`config.mk`:
```
export PLATFORM = sky130hd
export DESIGN_NAME = bfs_adjacency_matrix_order
export DESIGN_NICKNAME = d
export VERILOG_FILES = /design/src/design/bfsam_pkg.sv /design/src/design/bfsam_ctrl.sv /design/src/design/bfsam_dp.sv /design/src/design/bfs_adjacency_matrix_order.sv
export SDC_FILE = /design/constraint.sdc
export NUM_CORES = 1
export LEC_CHECK = 0
export BUFFER_PORTS_ARGS = -buffer_cell sky130_fd_sc_hd__buf_2
export CAP_MARGIN = 20
export CORE_ASPECT_RATIO = 0.8
export CORE_MARGIN = 4
export CORE_UTILIZATION = 45
export CTS_BUF_LIST = sky130_fd_sc_hd__clkbuf_8
export DETAILED_ROUTE_END_ITERATION = 10
export GPL_TIMING_DRIVEN = 0
export PLACE_DENSITY = 0.7
export SLEW_MARGIN = 15
export SYNTH_ARGS = -nofsm -noshare
export SYNTH_HDL_FRONTEND = slang
export SYNTH_SLANG_ARGS = --single-unit
export TNS_END_PERCENT = 30
```
`constraint.sdc`:
```
create_clock -name i_clk -period 6.8 [get_ports i_clk]
set_input_delay 1.36 -clock i_clk [delete_from_list [all_inputs] [get_ports i_clk]]
set_output_delay 1.36 -clock i_clk [all_outputs]
set_load 0.02 [all_outputs]
```
`src/design/bfsam_pkg.sv`:
```
`timescale 1ns / 1ps

package bfsam_pkg;

    localparam int MAX_VERTICES = 16;
    localparam int LABEL_WIDTH  = 32;
    localparam int INDEX_W      = $clog2(MAX_VERTICES);
    localparam int COUNT_W      = $clog2(MAX_VERTICES + 1);

    localparam logic [COUNT_W-1:0] COUNT_RESET = COUNT_W'(MAX_VERTICES);

    typedef enum logic [2:0] {
        S_IDLE,
        S_POP,
        S_FETCH,
        S_MASK,
        S_PUSH,
        S_WAIT
    } t_state;

    typedef struct packed {
        logic load;
        logic start;
        logic pop;
        logic fetch;
        logic mask;
        logic push;
        logic emit;
    } t_cmd;

    typedef struct packed {
        logic pending_zero;
        logic out_taken;
        logic out_last;
    } t_status;

    // vertices below the clamped count
    function automatic logic [MAX_VERTICES-1:0] count_mask(input logic [COUNT_W-1:0] cnt);
        logic [COUNT_W-1:0]      eff;
        logic [MAX_VERTICES-1:0] m;
        eff = cnt;
        if (cnt == '0) begin
            eff = COUNT_W'(1);
        end else if (cnt > COUNT_W'(MAX_VERTICES)) begin
            eff = COUNT_W'(MAX_VERTICES);
        end
        for (int j = 0; j < MAX_VERTICES; j++) begin
            m[j] = (COUNT_W'(j) < eff);
        end
        return m;
    endfunction

    function automatic logic [INDEX_W-1:0] lowest_index(input logic [MAX_VERTICES-1:0] v);
        logic [INDEX_W-1:0] idx;
        idx = '0;
        for (int j = MAX_VERTICES - 1; j >= 0; j--) begin
            if (v[j]) begin
                idx = INDEX_W'(j);
            end
        end
        return idx;
    endfunction

endpackage

```
`src/design/bfsam_ctrl.sv`:
```
`timescale 1ns / 1ps

module bfsam_ctrl import bfsam_pkg::*; (
    input  logic    i_clk,
    input  logic    i_rst_n,
    input  logic    i_in_valid,
    input  logic    i_last_vertex,
    input  t_status i_status,
    output logic    o_in_stall,
    output t_cmd    o_cmd
);

    t_state r_state;
    t_state n_state;

    always_ff @(posedge i_clk) begin
        if (!i_rst_n) begin
            r_state <= S_IDLE;
        end else begin
            r_state <= n_state;
        end
    end

    always_comb begin
        n_state = r_state;
        o_cmd   = '0;
        unique case (r_state)
            S_IDLE: begin
                if (i_in_valid) begin
                    o_cmd.load = 1'b1;
                    if (i_last_vertex) begin
                        o_cmd.start = 1'b1;
                        n_state     = S_POP;
                    end
                end
            end
            S_POP: begin
                o_cmd.pop = 1'b1;
                n_state   = S_FETCH;
            end
            S_FETCH: begin
                o_cmd.fetch = 1'b1;
                n_state     = S_MASK;
            end
            S_MASK: begin
                o_cmd.mask = 1'b1;
                n_state    = S_PUSH;
            end
            S_PUSH: begin
                if (i_status.pending_zero) begin
                    o_cmd.emit = 1'b1;
                    n_state    = S_WAIT;
                end else begin
                    o_cmd.push = 1'b1;
                end
            end
            S_WAIT: begin
                if (i_status.out_taken) begin
                    n_state = i_status.out_last ? S_IDLE : S_POP;
                end
            end
            default: begin
                n_state = S_IDLE;
            end
        endcase
    end

    assign o_in_stall = (r_state != S_IDLE);

endmodule

```
`src/design/bfsam_dp.sv`:
```
`timescale 1ns / 1ps

module bfsam_dp import bfsam_pkg::*; (
    input  logic                          i_clk,
    input  logic                          i_rst_n,
    input  t_cmd                          i_cmd,
    output t_status                       o_status,
    input  logic                          i_cfg_write,
    input  logic [COUNT_W-1:0]            i_cfg_vertex_count,
    input  logic [INDEX_W-1:0]            i_vertex_index,
    input  logic signed [LABEL_WIDTH-1:0] i_vertex_label,
    input  logic [MAX_VERTICES-1:0]       i_adjacency_row,
    input  logic                          i_out_stall,
    output logic                          o_out_valid,
    output logic signed [LABEL_WIDTH-1:0] o_visited_label,
    output logic [INDEX_W-1:0]            o_visited_index,
    output logic                          o_last_in_order
);

    logic signed [LABEL_WIDTH-1:0] r_label_store [MAX_VERTICES];
    logic [MAX_VERTICES-1:0]       r_row_store   [MAX_VERTICES];
    logic [INDEX_W-1:0]            r_queue       [MAX_VERTICES];

    logic [COUNT_W-1:0]            r_count;
    logic [MAX_VERTICES-1:0]       r_visited;
    logic [COUNT_W-1:0]            r_head;
    logic [COUNT_W-1:0]            r_tail;
    logic [INDEX_W-1:0]            r_vertex;
    logic signed [LABEL_WIDTH-1:0] r_label;
    logic [MAX_VERTICES-1:0]       r_row;
    logic [MAX_VERTICES-1:0]       r_pending;
    logic                          r_out_valid;
    logic signed [LABEL_WIDTH-1:0] r_out_label;
    logic [INDEX_W-1:0]            r_out_index;
    logic                          r_out_last;

    logic [MAX_VERTICES-1:0]       n_new;
    logic [INDEX_W-1:0]            n_pick;
    logic                          n_room;
    logic                          n_out_taken;

    assign n_new       = r_row & count_mask(r_count) & ~r_visited;
    assign n_pick      = lowest_index(r_pending);
    assign n_room      = (r_tail < COUNT_W'(MAX_VERTICES));
    assign n_out_taken = r_out_valid && !i_out_stall;

    // label and row stores
    always_ff @(posedge i_clk) begin
        if (i_cmd.load) begin
            r_label_store[i_vertex_index] <= i_vertex_label;
            r_row_store[i_vertex_index]   <= i_adjacency_row;
        end
        if (i_cmd.fetch) begin
            r_label <= r_label_store[r_vertex];
            r_row   <= r_row_store[r_vertex];
        end
    end

    // work queue
    always_ff @(posedge i_clk) begin
        if (i_cmd.start) begin
            r_queue[0] <= '0;
        end else if (i_cmd.push && n_room) begin
            r_queue[r_tail[INDEX_W-1:0]] <= n_pick;
        end
        if (i_cmd.pop) begin
            r_vertex <= r_queue[r_head[INDEX_W-1:0]];
        end
    end

    always_ff @(posedge i_clk) begin
        if (i_cmd.mask) begin
            r_pending <= n_new;
        end else if (i_cmd.push) begin
            r_pending <= r_pending & (r_pending - MAX_VERTICES'(1));
        end
        if (i_cmd.emit) begin
            r_out_label <= r_label;
            r_out_index <= r_vertex;
            r_out_last  <= (r_head == r_tail);
        end
    end

    always_ff @(posedge i_clk) begin
        if (!i_rst_n) begin
            r_count     <= COUNT_RESET;
            r_visited   <= '0;
            r_head      <= '0;
            r_tail      <= '0;
            r_out_valid <= 1'b0;
        end else begin
            if (i_cfg_write) begin
                r_count <= i_cfg_vertex_count;
            end
            if (i_cmd.start) begin
                r_visited <= MAX_VERTICES'(1);
                r_head    <= '0;
                r_tail    <= COUNT_W'(1);
            end else begin
                if (i_cmd.pop) begin
                    r_head <= r_head + COUNT_W'(1);
                end
                if (i_cmd.mask) begin
                    r_visited <= r_visited | n_new;
                end
                if (i_cmd.push && n_room) begin
                    r_tail <= r_tail + COUNT_W'(1);
                end
            end
            if (i_cmd.emit) begin
                r_out_valid <= 1'b1;
            end else if (n_out_taken) begin
                r_out_valid <= 1'b0;
            end
        end
    end

    assign o_status.pending_zero = (r_pending == '0);
    assign o_status.out_taken    = n_out_taken;
    assign o_status.out_last     = r_out_last;

    assign o_out_valid     = r_out_valid;
    assign o_visited_label = r_out_label;
    assign o_visited_index = r_out_index;
    assign o_last_in_order = r_out_last;

endmodule

```
`src/design/bfs_adjacency_matrix_order.sv`:
```
`timescale 1ns / 1ps

// Breadth-first search over an adjacency matrix of up to 16 vertices. Each input transfer
// loads one vertex (label and adjacency row); the transfer marked last starts a search from
// vertex 0 over the first vertex_count vertices, and the block emits the label and index of
// each reachable vertex in visiting order, flagging the final one. For each visited vertex
// the block pops the queue, reads the stores, masks the row, pushes each newly discovered
// neighbor into the queue, then makes the output transfer, which the output may stall. Input
// is stalled for the whole search. vertex_count may only be written while the block is idle.

module bfs_adjacency_matrix_order import bfsam_pkg::*; (
    input  logic                          i_clk,
    input  logic                          i_rst_n,
    input  logic                          i_cfg_valid,
    output logic                          o_cfg_ready,
    input  logic [COUNT_W-1:0]            i_cfg_vertex_count,
    input  logic                          i_in_valid,
    output logic                          o_in_stall,
    input  logic [INDEX_W-1:0]            i_vertex_index,
    input  logic signed [LABEL_WIDTH-1:0] i_vertex_label,
    input  logic [MAX_VERTICES-1:0]       i_adjacency_row,
    input  logic                          i_last_vertex,
    output logic                          o_out_valid,
    input  logic                          i_out_stall,
    output logic signed [LABEL_WIDTH-1:0] o_visited_label,
    output logic [INDEX_W-1:0]            o_visited_index,
    output logic                          o_last_in_order
);

    t_cmd    w_cmd;
    t_status w_status;

    assign o_cfg_ready = 1'b1;

    bfsam_ctrl u_ctrl (
        .i_clk         (i_clk),
        .i_rst_n       (i_rst_n),
        .i_in_valid    (i_in_valid),
        .i_last_vertex (i_last_vertex),
        .i_status      (w_status),
        .o_in_stall    (o_in_stall),
        .o_cmd         (w_cmd)
    );

    bfsam_dp u_dp (
        .i_clk              (i_clk),
        .i_rst_n            (i_rst_n),
        .i_cmd              (w_cmd),
        .o_status           (w_status),
        .i_cfg_write        (i_cfg_valid),
        .i_cfg_vertex_count (i_cfg_vertex_count),
        .i_vertex_index     (i_vertex_index),
        .i_vertex_label     (i_vertex_label),
        .i_adjacency_row    (i_adjacency_row),
        .i_out_stall        (i_out_stall),
        .o_out_valid        (o_out_valid),
        .o_visited_label    (o_visited_label),
        .o_visited_index    (o_visited_index),
        .o_last_in_order    (o_last_in_order)
    );

endmodule
```
======== After elaboration in Yosys (flattened, before gate mapping) ========
Memory sizes are Yosys's and may differ from the RTL's. A register that Yosys moved wholly into a read port is not among the register bits.
Cells that the tools add are included.
operators by class
  add/sub/neg operators ................... 3
  multiply operators ...................... 0
  div/mod/pow operators ................... 0
  order comparisons ....................... 18
  equal/unequal tests ..................... 10
  shifts and indexed selects .............. 0
  mux-type cells .......................... 51
  bitwise gates (word level) .............. 6
  reduce and logical (&&, ||, !) cells .... 14
operators with widths
  operator                 count
  $mux W4                  18
  $and A16 B16 Y16         3
  $lt A4 B5 Y1 const A     8
  $mux W16                 2
  $mux W1                  21
  $lt A3 B5 Y1 const A     4
  $pmux W3 S6              1
  $logic_not A16 Y1        1
  $not A16 Y16             1
  $or A16 B16 Y16          1
  $sub A16 B1 Y16 const B  1
  $mux W3                  4
  $add A5 B1 Y5 const B    2
  $lt A1 B5 Y1 const A     2
  $lt A2 B5 Y1 const A     2
  $mux W5                  2
  $reduce_bool A2 Y1       4
  $eq A3 B2 Y1 const B     2
  $eq A3 B3 Y1 const B     2
  $mux W2                  3
  $eq A5 B5 Y1             1
  $gt A5 B5 Y1 const B     1
  $logic_not A5 Y1         1
  $lt A5 B5 Y1 const B     1
  11 further kinds         14
word-level totals
  bits in registers ....................... 88
  bits in latches ......................... 0
  bits in writable memories ............... 832
  memory bits (read-only) ................. 0
  input bits .............................. 63
  output and inout bits ................... 40
  memories ................................ 3
memory list
  name                words  bits a word  read ports  clocked after memory_dff  write ports  line            source
  u_dp.r_label_store  16     32           1           1                         1            bfsam_dp.sv:20  logic signed [LABEL_WIDTH-1:0] r_label_store [MAX_VERTICES];
  u_dp.r_row_store    16     16           1           1                         1            bfsam_dp.sv:21  logic [MAX_VERTICES-1:0] r_row_store [MAX_VERTICES];
  u_dp.r_queue        16     4            1           1                         1            bfsam_dp.sv:22  logic [INDEX_W-1:0] r_queue [MAX_VERTICES];

======== Depth between registers and ports, before layout ========
  depth after elaboration ................. 17
  mapped depth ............................ 6

======== Cells and area by module ========
From an unflattened synthesis, not the netlist that was laid out.
second synthesis, totals
  cells, all modules ...................... 1699
  area, all modules ....................... 36462.5 µm²
by module, submodules not included
  module                      instances  cells an instance  area an instance (µm²)
  bfsam_dp                    1          1668               36228.5
  bfsam_ctrl                  1          29                 222.7
  bfs_adjacency_matrix_order  1          2                  11.3

======== Worst setup path before layout ========
No wires, ideal clock.
  path kind ............................... input to register
  start ................................... input port i_in_valid
  end ..................................... memory u_dp.r_label_store[0][0] (enable)
  setup time .............................. 0.513 ns
  arrival ................................. 5.474 ns
  path slack .............................. 0.813 ns
  stages on the path ...................... 3
  buffers on the path ..................... 0
  path through ............................ nor4b_2 -> or3b_1 -> nor3_1
on the way
  word-level cells in the longest chain between the ends .. 4
RTL lines
  item                           line                              source
  start, declared                bfs_adjacency_matrix_order.sv:17  input logic i_in_valid,
  $mux W2                        bfsam_ctrl.sv:29                  if (i_in_valid) begin
  $mux W2                        bfsam_ctrl.sv:27                  unique case (r_state)
  $mux W1                        bfsam_dp.sv:49                    if (i_cmd.load) begin
  $mux W1 (not written as such)  bfsam_dp.sv:50                    r_label_store[i_vertex_index] <= i_vertex_label;
  end, declared                  bfsam_dp.sv:20
No other way between the ends.

======== Worst setup path after layout ========
  start ................................... input port i_in_valid
  end ..................................... memory u_dp.r_label_store[3][22] (enable)
Same word-level chain as after synthesis.

==> impl_metrics.py <==
metrics = {
    "synth": {
        "syn-cell-area_um2": 36600,
        "synth_compound_area_share_pct": 3.65,
        "synth_nets": 1764,
        "syn_area_per_cell_um2": 21.5,
        "synthSimpleGateAreaFrac_pct": 2.74,
        "yosysUniqueCellTypes": 62,
        "synth_async_sr_flop_share_pct": 0,
        "ys_ff_latch": 972,
        "yosysTopAreaCellShare_pct": 76.9,
        "yosysWarningCount": 0,
        "synth_fa_ha_area_share_pct": 0.0684,
        "synth-edff-count": 937,
        "synthCells": 1699,
        "seq_area_frac_synth_pct": 78.8,
        "yosysTopAreaCell": "edfxtp_1",
        "synth_top_family_by_area": "multiplexers",
        "ys.flop_type": "edfxtp_1",
        "synthXorXnorAreaFrac_pct": 0.239,
        "synthMuxAreaShare_pct": 13.1,
        "synth_area_leaders": "edfxtp_1, mux4_2, a22oi_1, dfxtp_1, nand2_1",
    },
    "sta": {
        "finalHoldViolCount": 0,
        "tightestPinTransition_ps": 940,
        "max_freq_ghz": 0.294,
        "setup_viol": 0,
        "fin_worst_skew_ps": 48.6,
        "max-slew-margin-rel_pct": 36.8,
        "fin_crit_ps": 3400,
        "setup_slack_ps": 3400,
        "drv_slew": 0,
        "min_period_over_period_pct": 50.0,
        "rsz0062_at_grt": "no",
    },
    "power_and_ir_drop": {
        "swShare_pct": 25.8,
        "pwr_density_cell_nw_per_um2": 309,
        "power.leakage_nw": 13.6,
        "p_int_mw": 9.68,
        "pwr-share-comb_pct": 13.6,
        "power.share.sequential_pct": 53.0,
        "peakVddDrop_uv": 189,
        "p_switching_mw": 3.36,
        "p_clk_share_pct": 33.4,
    },
    "cts": {
        "post_cts_resized": 0,
        "cts_setup_buffers": 0,
        "clock-sinks": 972,
        "clk_pin_slew_ps": 60,
        "htreeDepth": 4,
        "cts-hold-fix-buffers": 0,
        "clkLatencyLatePin_ps": 810,
        "tritoncts.num_buffers": 147,
        "cts_tree": "yes",
        "clock-root-buffer": "clkbuf_8",
        "clockBufferDepth": 3,
    },
    "finish": {
        "final_common_cell": "edfxtp_1",
        "register_area_um2": 28800,
        "fillers": 6228,
        "area_delta_synth_final_pct": 15.2,
        "multiInputGateArea_um2": 7380,
        "drive_gt1_share_pct": 29.4,
        "final_cell_mix": "edfxtp_1, mux4_2, clkbuf_8",
        "finalInstanceArea_um2": 42200,
        "nNetsFinal": 2078,
    },
    "worst_setup_path": {
        "end_kind": "flip-flop",
        "required_ps": 7310,
        "critPathKind": "in -> reg",
        "r2r-start": "u_ctrl.r_state[2]$_SDFFE_PN0P_",
        "worst-r2r-cell-count": 6,
        "r2r_setup_slack_ps": 3600,
        "cp.arrival_ps": 3910,
        "cp-start-kind": "primary input",
        "cp-startpoint": "i_in_valid",
        "reg2reg_to": "u_dp.r_label_store[3][22]$_DFFE_PP_",
        "cp_max_fo": 8,
    },
    "global_routing": {
        "antenna_found_initial": 14,
        "grt_overflow": 0,
        "grt_max_degree": 38,
        "grt_pass1_vias": 18894,
        "grt_pass1_wl_um": 121000,
        "groute.usage.overall_pct": 19.0,
    },
    "min_path": {
        "hp-start": "u_dp.r_label[28]$_DFFE_PP_",
        "hp-class": "reg -> reg",
        "holdPathEnd": "u_dp.o_visited_label[28]$_DFFE_PP_",
        "holdPathStages": 0,
    },
    "placed_design": {
        "placed_area_um2": 39500,
        "io_buffers": 100,
        "gp_congestion": 0.817,
        "pre_cts_slack_ps": 2170,
        "hpwl_um": 52500,
    },
    "detailed_routing": {
        "vias_per_cell": 5.65,
        "final_antenna_net_count": 0,
        "wirelength_um": 80900,
        "vias": 18194,
        "first_pass_iters": 5,
        "first_iter_violations": 2219,
        "wl_per_cell_um": 25.1,
        "drc": 0,
    },
    "run_status": {
        "status": "complete, no violations",
    },
    "die": {
        "initial_core_util_pct": 45.4,
        "die_area_um2": 86000,
        "die_width_um": 327,
        "fp.dieH_um": 263,
        "ios": 103,
        "rows": 93,
        "core_um2": 80500,
    },
    "flow_run": {
        "max_cap_violations": 0,
    },
}
how the worst max path moves through the flow:
stage | slack (ps) | end | cells past startpoint
detailed placement | 2170 | u_dp.r_label_store[3][20]$_DFFE_PP_ | 7
floorplan | 810 | u_dp.r_label_store[0][0]$_DFFE_PP_ | 3
global placement | -3550 | u_dp.r_label_store[0][20]$_DFFE_PP_ | 4
CTS | 3040 | u_dp.r_label_store[3][22]$_DFFE_PP_ | 7
finish | 3400 | u_dp.r_label_store[3][22]$_DFFE_PP_ | 7
global route | 3360 | u_dp.r_label_store[3][22]$_DFFE_PP_ | 7
kinds of logic (layout without fill, tap and decap cells):
family / after synthesis / after routing
fa+ha+maj: 2 / 2
simple gates: 197 / 197
xor+xnor: 10 / 10
mux: 217 / 217
other cells: 1 / 7
buf+inv: 110 / 532
flops: 972 / 972
compound gates: 190 / 190
power by group through the flow:
| stage | Sequential, mW | Combinational [mW] | Clock [mW] |
|---|---|---|---|
| finish | 6.91 | 1.77 | 4.36 |
| global route | 6.92 | 1.90 | 4.78 |
| CTS | 6.91 | 1.79 | 4.47 |
| detailed placement | 7.04 | 1.78 | 0 |
| global placement | 7.06 | 1.68 | 0 |
| floorplan | 7.02 | 1.15 | 0 |
routing by layer:
layer / vias up / global-route usage, % / part of all wire (%) / wire (um)
met1: 9522 / 25.8 / 41 / 33200
met2: 740 / 30.2 / 49 / 39500
met5: - / 0 / 0.078 / 63
met4: 10 / 5.29 / 2.0 / 1640
li1: 7784 / - / - / -
met3: 138 / 5.58 / 8.2 / 6620
sequential cells by signal, summed over array words and instances (netlist names), 3 cells and up:
| register | flops |
|---|---|
| u_dp.r_pending | 16 |
| u_dp.o_visited_label | 32 |
| u_dp.r_row_store | 256 |
| u_dp.r_queue | 64 |
| u_dp.r_label | 32 |
| u_dp.r_vertex | 4 |
| u_dp.r_tail | 5 |
| u_dp.o_visited_index | 4 |
| u_dp.r_visited | 16 |
| u_dp.r_row | 16 |
| u_dp.r_count | 5 |
| u_dp.r_label_store | 512 |
| u_ctrl.r_state | 3 |
| u_dp.r_head | 5 |
metrics by stage:
step	std cells	setup TNS, ps	utilization, %	power [mW]	hold WS, ps
global route	3215	0	52.4	13.6	420
global placement	2891	-1106330	47.8	8.74	405
floorplan	1699	0	-	8.17	400
detailed placement	2956	0	49.1	8.82	405
finish	3219	0	52.4	13.0	417
CTS	3213	0	52.3	13.2	416
synth_stat cells (6+ instances only):
master      n
nor2b_1     7
a211oi_1    7
mux2i_1     9
nand4_1     6
buf_1      16
buf_2      18
nand3_1    14
nand2b_1    7
nor3_1     10
mux4_2    208
a21oi_1    27
clkbuf_1   36
nor2_1     50
dfxtp_1    35
a22oi_1    97
inv_1      18
buf_4      20
o21ai_0    16
o31ai_1     7
edfxtp_1  937
nand2_1    69
a31oi_1     6
layout make-up:
cell class / instances / share of cell area (%)
Clock inverter: 107 / 1.34
Buffer: 92 / 1.07
Antenna cell: 6 / 0.0356
Timing Repair Buffer: 165 / 3.36
Tap cell: 1092 / 3.24
Multi-Input combinational cell: 617 / 17.5
Clock buffer: 150 / 4.90
Sequential cell: 972 / 68.4
Inverter: 18 / 0.160
worst max-delay path, stage by stage:
cell and delay (ps):
buf_2 90, nor4b_4 640, nand3_1 460, nor3_2 600, buf_4 290, buf_4 210, buf_4 220
(Power assumes the default switching activity.)
